<file path="src/rtl/sbs_ram.sv">
// ----------------------------------------------------------------------------
// sbs_ram
// Simple dual-port RAM: one write port, one read port with registered data.
// ----------------------------------------------------------------------------
module sbs_ram #(
  parameter int WIDTH = 8,
  parameter int DEPTH = 16
) (
  input  logic                     clk,
  input  logic                     wr_en,
  input  logic [$clog2(DEPTH)-1:0] wr_addr,
  input  logic [WIDTH-1:0]         wr_data,
  input  logic [$clog2(DEPTH)-1:0] rd_addr,
  output logic [WIDTH-1:0]         rd_data
);

  logic [WIDTH-1:0] mem [DEPTH];

  always_ff @(posedge clk) begin
    if (wr_en) begin
      mem[wr_addr] <= wr_data;
    end
    rd_data <= mem[rd_addr];
  end

endmodule

</file>
<file path="config.mk">
export PLATFORM = sky130hd
export DESIGN_NAME = sbs_ram
export DESIGN_NICKNAME = d
export VERILOG_FILES = /design/src/rtl/sbs_ram.sv
export SDC_FILE = /design/constraint.sdc
export NUM_CORES = 1
export LEC_CHECK = 0
export BUFFER_PORTS_ARGS = -buffer_cell sky130_fd_sc_hd__buf_2
export CORE_MARGIN = 4
export CORE_UTILIZATION = 55
export DETAILED_ROUTE_END_ITERATION = 10
export PLACE_DENSITY = 0.77
export SLEW_MARGIN = 15
export SYNTH_ARGS = -nofsm -noshare
export SYNTH_HDL_FRONTEND = slang
export SYNTH_SLANG_ARGS = --single-unit
</file>
<file path="constraint.sdc">
create_clock -name clk -period 2.2 [get_ports clk]
set_input_delay 0.22 -clock clk [delete_from_list [all_inputs] [get_ports clk]]
set_output_delay 0.22 -clock clk [all_outputs]
set_load 0.1 [all_outputs]
</file>
==> Word-level counts from Yosys, hierarchy flattened <==
Memories as Yosys holds them, arrays and structs flattened. A register that Yosys moved wholly into a read port is not among the register bits.
Index checks and enable logic that the tools add are counted.
{ "totals": {"ram_bits": 128, "ff_bits": 0, "latch_bits": 0, "mem_bits_ro": 0, "mem_count": 1, "input_bits": 18} }
{ "op_classes": {"n_mul": 0, "n_reduce_logical": 0, "eq_ne": 0, "bitwise": 0, "magnitude_cmp": 0, "div": 0, "addsub": 0, "shifts": 0, "muxes": 2} }
{ "memory_table": {"columns": ["memory", "words", "width", "read_ports", "rd_clocked_by_memory_dff", "wr", "line_no", "text"], "rows": [
  ["mem", 16, 8, 1, 1, 1, "17", "logic [WIDTH-1:0] mem [DEPTH];"]
]} }
{ "op_table": {"columns": ["op", "count"], "rows": [
  ["1-bit 2-to-1 mux", 2]
]} }

==> Longest topological paths before layout <==
Gate-level depths: netlist of run 1.
{ "logic_depth": {"word_depth": 2, "mapped_depth": 5, "mapped_depth_nobuf": 3} }

==> Least setup slack after synthesis of run 1 <==
OpenSTA, ideal clock, no wires.
{ "synth_path": {"kind": "input to register", "from": "input port wr_addr[2]", "to": "memory mem[0][0] (enable)", "setup_time_ps": 383, "arrival_time_ps": 1330, "cell_stages": 2, "path_slack_ps": 487, "path_buffers": 0, "path_cell_list": "or3b_2 nor3_1"} }
{ "synth_lines": {"columns": ["item", "line_no", "text"], "rows": [
  ["from (decl)", "11", "input logic [$clog2(DEPTH)-1:0] wr_addr,"],
  ["to (decl)", "17", null]
]} }
No word-level cell before the write port.

==> Worst setup path after layout of run 1 <==
{ "layout_path": {"from": "register rd_data[1], read port of mem", "to": "output port rd_data[1]"} }
{ "layout_lines": {"columns": ["item", "line_no", "text"], "rows": [
  ["from (decl)", "14", "output logic [WIDTH-1:0] rd_data"]
]} }
No word-level cell between the ends.

==> results.py, run 1 <==
metrics = {
    "outcome": {
        "status": "complete, no violations",
    },
    "floorplan": {
        "design.core.area_um2": 9200,
        "chipWidth_um": 105,
        "die-height_um": 105,
        "rows": 35,
        "die_area_um2": 11000,
        "initial_core_util": 0.560,
        "io_pins": 26,
    },
    "clock_network": {
        "cts_buffers": 17,
        "postCtsHoldBufs": 0,
        "clk_pin_slew_ns": 0.06,
        "ctsResizeCount": 0,
        "cts_tree": "built",
        "cts-root-buf": "clkbuf_8",
        "clock_latency_ns": 0.53,
        "cts_buffer_depth": 2,
        "htree_levels": 4,
        "post_cts_buffers": 0,
        "clkSinkCount": 136,
    },
    "sta": {
        "finalHoldViolations": 0,
        "fmax_ghz": 0.642,
        "max-slew-margin-rel": 0.533,
        "fin_crit_ns": 1.56,
        "fin_tns_setup_ns": 0,
        "fin_crit_sh": 0.708,
        "worst_pin_slew_ns": 0.698,
        "skew_ns": 0.00679,
        "slew_violations": 0,
        "rsz0062_at_grt": "false",
        "setup_viol": 0,
    },
    "pwr": {
        "power_frac_comb": 0.062,
        "clockPowerShare": 0.469,
        "power_density_nw_per_um2": 1020,
        "ir_worst_vdd_v": 0.000639,
        "p_sw_frac": 0.218,
        "total_power_uw": 6210,
        "p_switching_uw": 1360,
        "intPower_uw": 4860,
        "p_leak_uw": 0.00209,
        "p_seq_frac": 0.469,
    },
    "place": {
        "portBuffers": 25,
        "place_hpwl_um": 6070,
        "place.gp.congestion": 0.727,
    },
    "worst_setup_path": {
        "crit_family": "buffers and inverters",
        "crit_path_cell_trace": "buf_2",
        "path_max_fanout": 1,
        "max_stage_delay_ns": 0.45,
        "slowest_stage": "buf_2",
        "end_kind": "primary output",
        "critPathKind": "flop to primary output",
        "cp.depth": 1,
        "arrival_ns": 1.34,
        "critPathLaunchType": "flop",
        "critPathBufInv": 1,
        "crit_required_ns": 1.98,
        "rrSetupSlack_ns": 0.83,
        "reg2regPathDepth": 3,
    },
    "global_routing": {
        "use_met2": 0.332,
        "antenna_found_initial": 0,
        "gr-total-overflow": 0,
        "gr-usage-met1": 0.254,
        "grt_use_total": 0.200,
        "grt_pass1_wl_um": 15900,
        "grt_start_max_net_pins": 33,
        "grt_pass1_vias": 2738,
        "top_usage_layer": "met2",
        "grt.met3_usage": 0.0544,
    },
    "final_layout": {
        "nFillCells": 547,
        "areaGrowthSynthToFinish_pct": 18.5,
        "drive_gt1_frac": 0.316,
        "insertedDiodeCount": 0,
        "regArea_um2": 4000,
        "multi_input_area_um2": 1060,
        "num-nets-final": 299,
    },
    "synthesis": {
        "yosys.area.top_type": "edfxtp_1",
        "yosys-top-cells-area": "edfxtp_1 (75%), mux4_2 (7.9%), mux4_1 (7.1%)",
        "syn-mean-instance-area_um2": 22.5,
        "ys_ff_latch": 136,
        "yosysSeqAreaShare": 0.778,
        "yosysWarnings": 0,
        "syn_area_um2": 5150,
        "synthCells": 229,
        "ys_types": 19,
        "syn-num-nets": 247,
        "yosysTopAreaCellShare": 0.747,
    },
    "detailed_routing": {
        "viasPerCell": 6.15,
        "drt-initial-drc-count": 217,
        "dr.pass1.iters": 4,
        "routedWlPerCell_um": 24.2,
        "vias": 2489,
        "routed_wl_um": 9800,
        "antenna_left": 0,
        "post-route-drc-count": 0,
    },
    "run": {
        "drv_cap": 0,
    },
    "min_path": {
        "min_path_cells": 1,
        "hp-class": "input port to flop",
    },
}
## power by group through the flow
stage               Combinational, uW  Clock [uW]  Sequential [uW]
floorplan                         147           0             3090
global placement                  380           0             2970
detailed placement                388           0             2970
CTS                               392        2950             2920
global route                      412        3090             2920
finish                            386        2910             2920
## flip-flops by register name, indices dropped and copies added (netlist names)
register  flops
rd_data       8
mem         128
## layer usage
layer | vias up | routed length [um]
li1 | 1076 | -
met1 | 1319 | 4040
met2 | 80 | 5170
met3 | 14 | 430
met4 | 0 | 152
met5 | - | 0
## kinds of logic after synthesis
family,after synthesis,share of synthesized area
flops,136,0.778
simple gates,35,0.0318
mux,32,0.150
compound gates,16,0.0233
buf+inv,10,0.0168
## cells in the mapped netlist, drive strengths merged
master         instances
edfxtp               128
mux4                  32
a22oi                 16
nor2                  13
nand2                  9
dfxtp                  8
buf                    7
nor3                   4
clkdlybuf4s25          3
nand2b                 2
nand3b                 2
and2                   1
and2b                  1
nand3                  1
nor2b                  1
or3b                   1
## path summary, 6_finish.rpt
| check | startpoint | to |
|---|---|---|
| max | rd_data[1] | rd_data[1] |
| min reg2reg | mem[8][1] | rd_data[1] |
| min | wr_data[1] | mem[15][1] |
| max reg2reg | mem[0][3] | rd_data[3] |
## through the flow
step                       util  cells  instance area, um^2  hold WS [ns]  setup WS (ns)
after floorplan               -    229                 5150         0.319          0.487
after global placement    0.596    373                 5490         0.606          0.531
after detailed placement  0.596    373                 5490         0.615          0.519
after CTS                 0.663    405                 6100        0.0572          0.626
after global routing      0.663    405                 6100        0.0597          0.612
final                     0.663    405                 6100        0.0787          0.643
## final cells by class
type	count	area share
clock inverter	15	0.0328
sequential	136	0.656
timing repair buffer	43	0.0468
multi-input combinational	83	0.173
clock buffer	17	0.0679
tap	111	0.0228
## worst register-to-register path, stage by stage, from the launching register on
cell and delay (ns):
edfxtp_1 0.38, mux4_1 0.50, a22oi_1 0.26, nand2_1 0.10
## cells in the final DEF (no fill, tap or decap)
cell type	instances
nand3_1	1
edfxtp_1	128
or3b_2	1
and2_1	1
clkinv_2	2
bufinv_16	4
dfxtp_1	8
clkbuf_8	1
nand3b_1	2
buf_2	25
buf_4	16
a22oi_1	16
nand2b_1	2
clkinv_1	1
mux4_1	14
clkinv_4	2
mux4_2	18
inv_6	3
nor2_1	13
nor3_1	4
nand2_1	9
and2b_1	1
clkbuf_16	16
buf_12	2
nor2b_1	1
clkinvlp_4	3
Power figures use the tool's default switching activity.
==> inputs of run 2 (changes only) <==
--- a/config.mk
+++ b/config.mk
@@ -5,11 +5,12 @@
 export SDC_FILE = /design/constraint.sdc
 export NUM_CORES = 1
 export LEC_CHECK = 0
+export ABC_AREA = 1
 export BUFFER_PORTS_ARGS = -buffer_cell sky130_fd_sc_hd__buf_2
 export CORE_MARGIN = 4
 export CORE_UTILIZATION = 55
 export DETAILED_ROUTE_END_ITERATION = 10
-export PLACE_DENSITY = 0.77
+export PLACE_DENSITY = 0.79
 export SLEW_MARGIN = 15
 export SYNTH_ARGS = -nofsm -noshare
 export SYNTH_HDL_FRONTEND = slang
==> constraint.sdc (replaced) <==
create_clock -name clk -period 1.3 [get_ports clk]
set_input_delay 0.13 -clock clk [delete_from_list [all_inputs] [get_ports clk]]
set_output_delay 0.13 -clock clk [all_outputs]
set_load 0.1 [all_outputs]
==> results.py, run 2 <==
metrics = {
    "outcome": {
        "status": "complete, no violations",
    },
    "clock_network": {
        "cts_buffer_depth": 2,
        "cts_tree": "built",
        "cts_buffers": 17,
        "clk_pin_slew_ns": 0.07,
        "clkSinkCount": 136,
        "htree_levels": 4,
        "cts-root-buf": "clkbuf_8",
        "clock_latency_ns": 0.53,
    },
    "floorplan": {
        "io_pins": 26,
        "die_area_um2": 12200,
        "rows": 37,
        "die-height_um": 110,
        "initial_core_util": 0.561,
        "chipWidth_um": 110,
        "design.core.area_um2": 10300,
    },
    "sta": {
        "max-slew-margin-rel": 0.745,
        "slew_violations": 0,
        "fin_crit_sh": 0.959,
        "rsz0062_at_grt": "false",
        "fin_crit_ns": 1.25,
        "fmax_ghz": 0.802,
        "fin_tns_setup_ns": 0,
        "setup_viol": 0,
        "final.setup.worst_slack_ns": 0.0528,
        "worst_pin_slew_ns": 0.382,
        "skew_ns": 0.00885,
        "finalHoldViolations": 0,
    },
    "worst_setup_path": {
        "crit_required_ns": 1.17,
        "critPathBufInv": 1,
        "critPathKind": "flop to primary output",
        "end_kind": "primary output",
        "crit_path_cell_trace": "buf_8",
        "path_max_fanout": 1,
        "arrival_ns": 1.12,
        "crit_family": "flip-flops",
        "critPathLaunchType": "flop",
        "slowest_stage": "dfxtp_2",
        "max_stage_delay_ns": 0.38,
    },
    "final_layout": {
        "mostFrequentLayoutCells": "nand2_1 (173), edfxtp_1 (128), inv_1 (100), nand3_1 (97), buf_4 (24)",
        "largest_reg_flops": 128,
        "drive_gt1_frac": 0.142,
        "insertedDiodeCount": 0,
        "largestRegisters": "mem (128), rd_data (8)",
        "layout_commonest_cell": "nand2_1",
        "final_util": 0.663,
        "areaGrowthSynthToFinish_pct": 18.1,
        "largest-register": "mem",
        "num-nets-final": 616,
        "nFillCells": 777,
    },
    "pwr": {
        "power_density_nw_per_um2": 1540,
        "ir_worst_vdd_v": 0.00123,
        "p_leak_uw": 0.00297,
    },
    "global_routing": {
        "grt_start_max_net_pins": 65,
        "grt_pass1_vias": 3803,
        "antenna_found_initial": 0,
        "grt_pass1_wl_um": 19800,
        "grt_use_total": 0.228,
        "gr-total-overflow": 0,
    },
    "min_path": {
        "hp-class": "input port to flop",
    },
    "detailed_routing": {
        "antenna_left": 0,
        "viasPerCell": 5.20,
        "drt-initial-drc-count": 384,
        "routed_wl_um": 12600,
        "dr.pass1.iters": 6,
        "routedWlPerCell_um": 16.9,
        "vias": 3886,
        "post-route-drc-count": 0,
    },
    "synthesis": {
        "yosysMostFrequentCell": "nand2_1",
        "syn-num-nets": 569,
        "yosys-top-cells-area": "edfxtp_1 (67%), nand2_1 (11%), nand3_1 (8.4%)",
        "syn-mean-instance-area_um2": 10.5,
        "async_flop_share": 0,
        "synth_flop_cell": "edfxtp_1",
        "synth_common_cells": "nand2_1 (173), edfxtp_1 (128), inv_1 (100)",
        "ys_types": 12,
        "yosysTopAreaCellShare": 0.667,
        "yosys.area.top_type": "edfxtp_1",
        "synthCells": 551,
        "yosysWarnings": 0,
        "ys_ff_latch": 136,
        "yosysSeqAreaShare": 0.694,
        "synth_edf_count": 128,
        "syn_area_um2": 5770,
    },
    "run": {
        "drv_cap": 0,
    },
    "place": {
        "portBuffers": 25,
        "place_ws_ns": 0.0890,
        "place.gp.congestion": 0.841,
        "place_hpwl_um": 7670,
    },
}
-- run 2: what timing repair did --
action                                  4_1_cts  5_1_grt
endpoints found under the setup margin        8        1
hold buffers                                  2        0
gates resized for setup                      21        3
gates cloned                                  0        0
setup buffers                                 0        0
hold endpoints to repair                     11        0
-- run 2: cell families after synthesis --
| kind of cell | synth area share |
|---|---|
| buf+inv | 0.0952 |
| simple gates | 0.210 |
| flops | 0.694 |
-- run 2: final timing paths --
check | start | endpoint | slack (ns) | cells past startpoint
worst max-delay path | rd_data[2] | rd_data[2] | 0.05 | 1
worst min register to register | mem[13][1] | rd_data[1] | 0.66 | 6
worst min-delay path | wr_data[2] | mem[4][2] | 0.02 | 1
worst max register to register | mem[7][5] | rd_data[5] | 0.26 | 6
-- run 2: routing by layer --
metal / global-route usage / routed length [um] / vias up / share of wire
met4: 0.101 / 420 / 0 / 0.033
met3: 0.0693 / 1020 / 29 / 0.081
met2: 0.368 / 6210 / 158 / 0.49
met1: 0.285 / 4950 / 1831 / 0.39
met5: 0 / 0 / - / 0
li1: - / - / 1868 / -
-- run 2: metrics by stage --
step	total power, uW	instance area, um^2	hold slack [ns]	instances
2_1_floorplan	5570	5770	0.229	551
3_3_place_gp	5830	6130	0.492	713
3_5_place_dp	5840	6130	0.514	713
4_1_cts	10500	6800	0.0122	747
5_1_grt	10800	6810	0.0167	747
6_report	10500	6810	0.0159	747
-- run 2: power breakdown --
| part | internal [uW] | total (uW) | switching, uW |
|---|---|---|---|
| clock network | 2770 | 4660 | 1890 |
| registers | 4900 | 4950 | 44.8 |
| logic | 248 | 872 | 623 |
-- run 2: layout make-up --
class	instances	area [um^2]	share of cell area
tap	136	170	0.0250
sequential	136	4010	0.589
multi-input combinational	289	1210	0.178
clock inverter	15	169	0.0248
inverter	102	383	0.0562
timing repair buffer	52	452	0.0663
clock buffer	17	414	0.0608
-- run 2: worst reg2reg max path: stages (launching register included) --
cell and delay [ns]:
edfxtp_1 0.37, inv_1 0.06, nand2_1 0.04, nand3_1 0.09
nand3_1 0.10, nand3_1 0.18, nand2_1 0.08
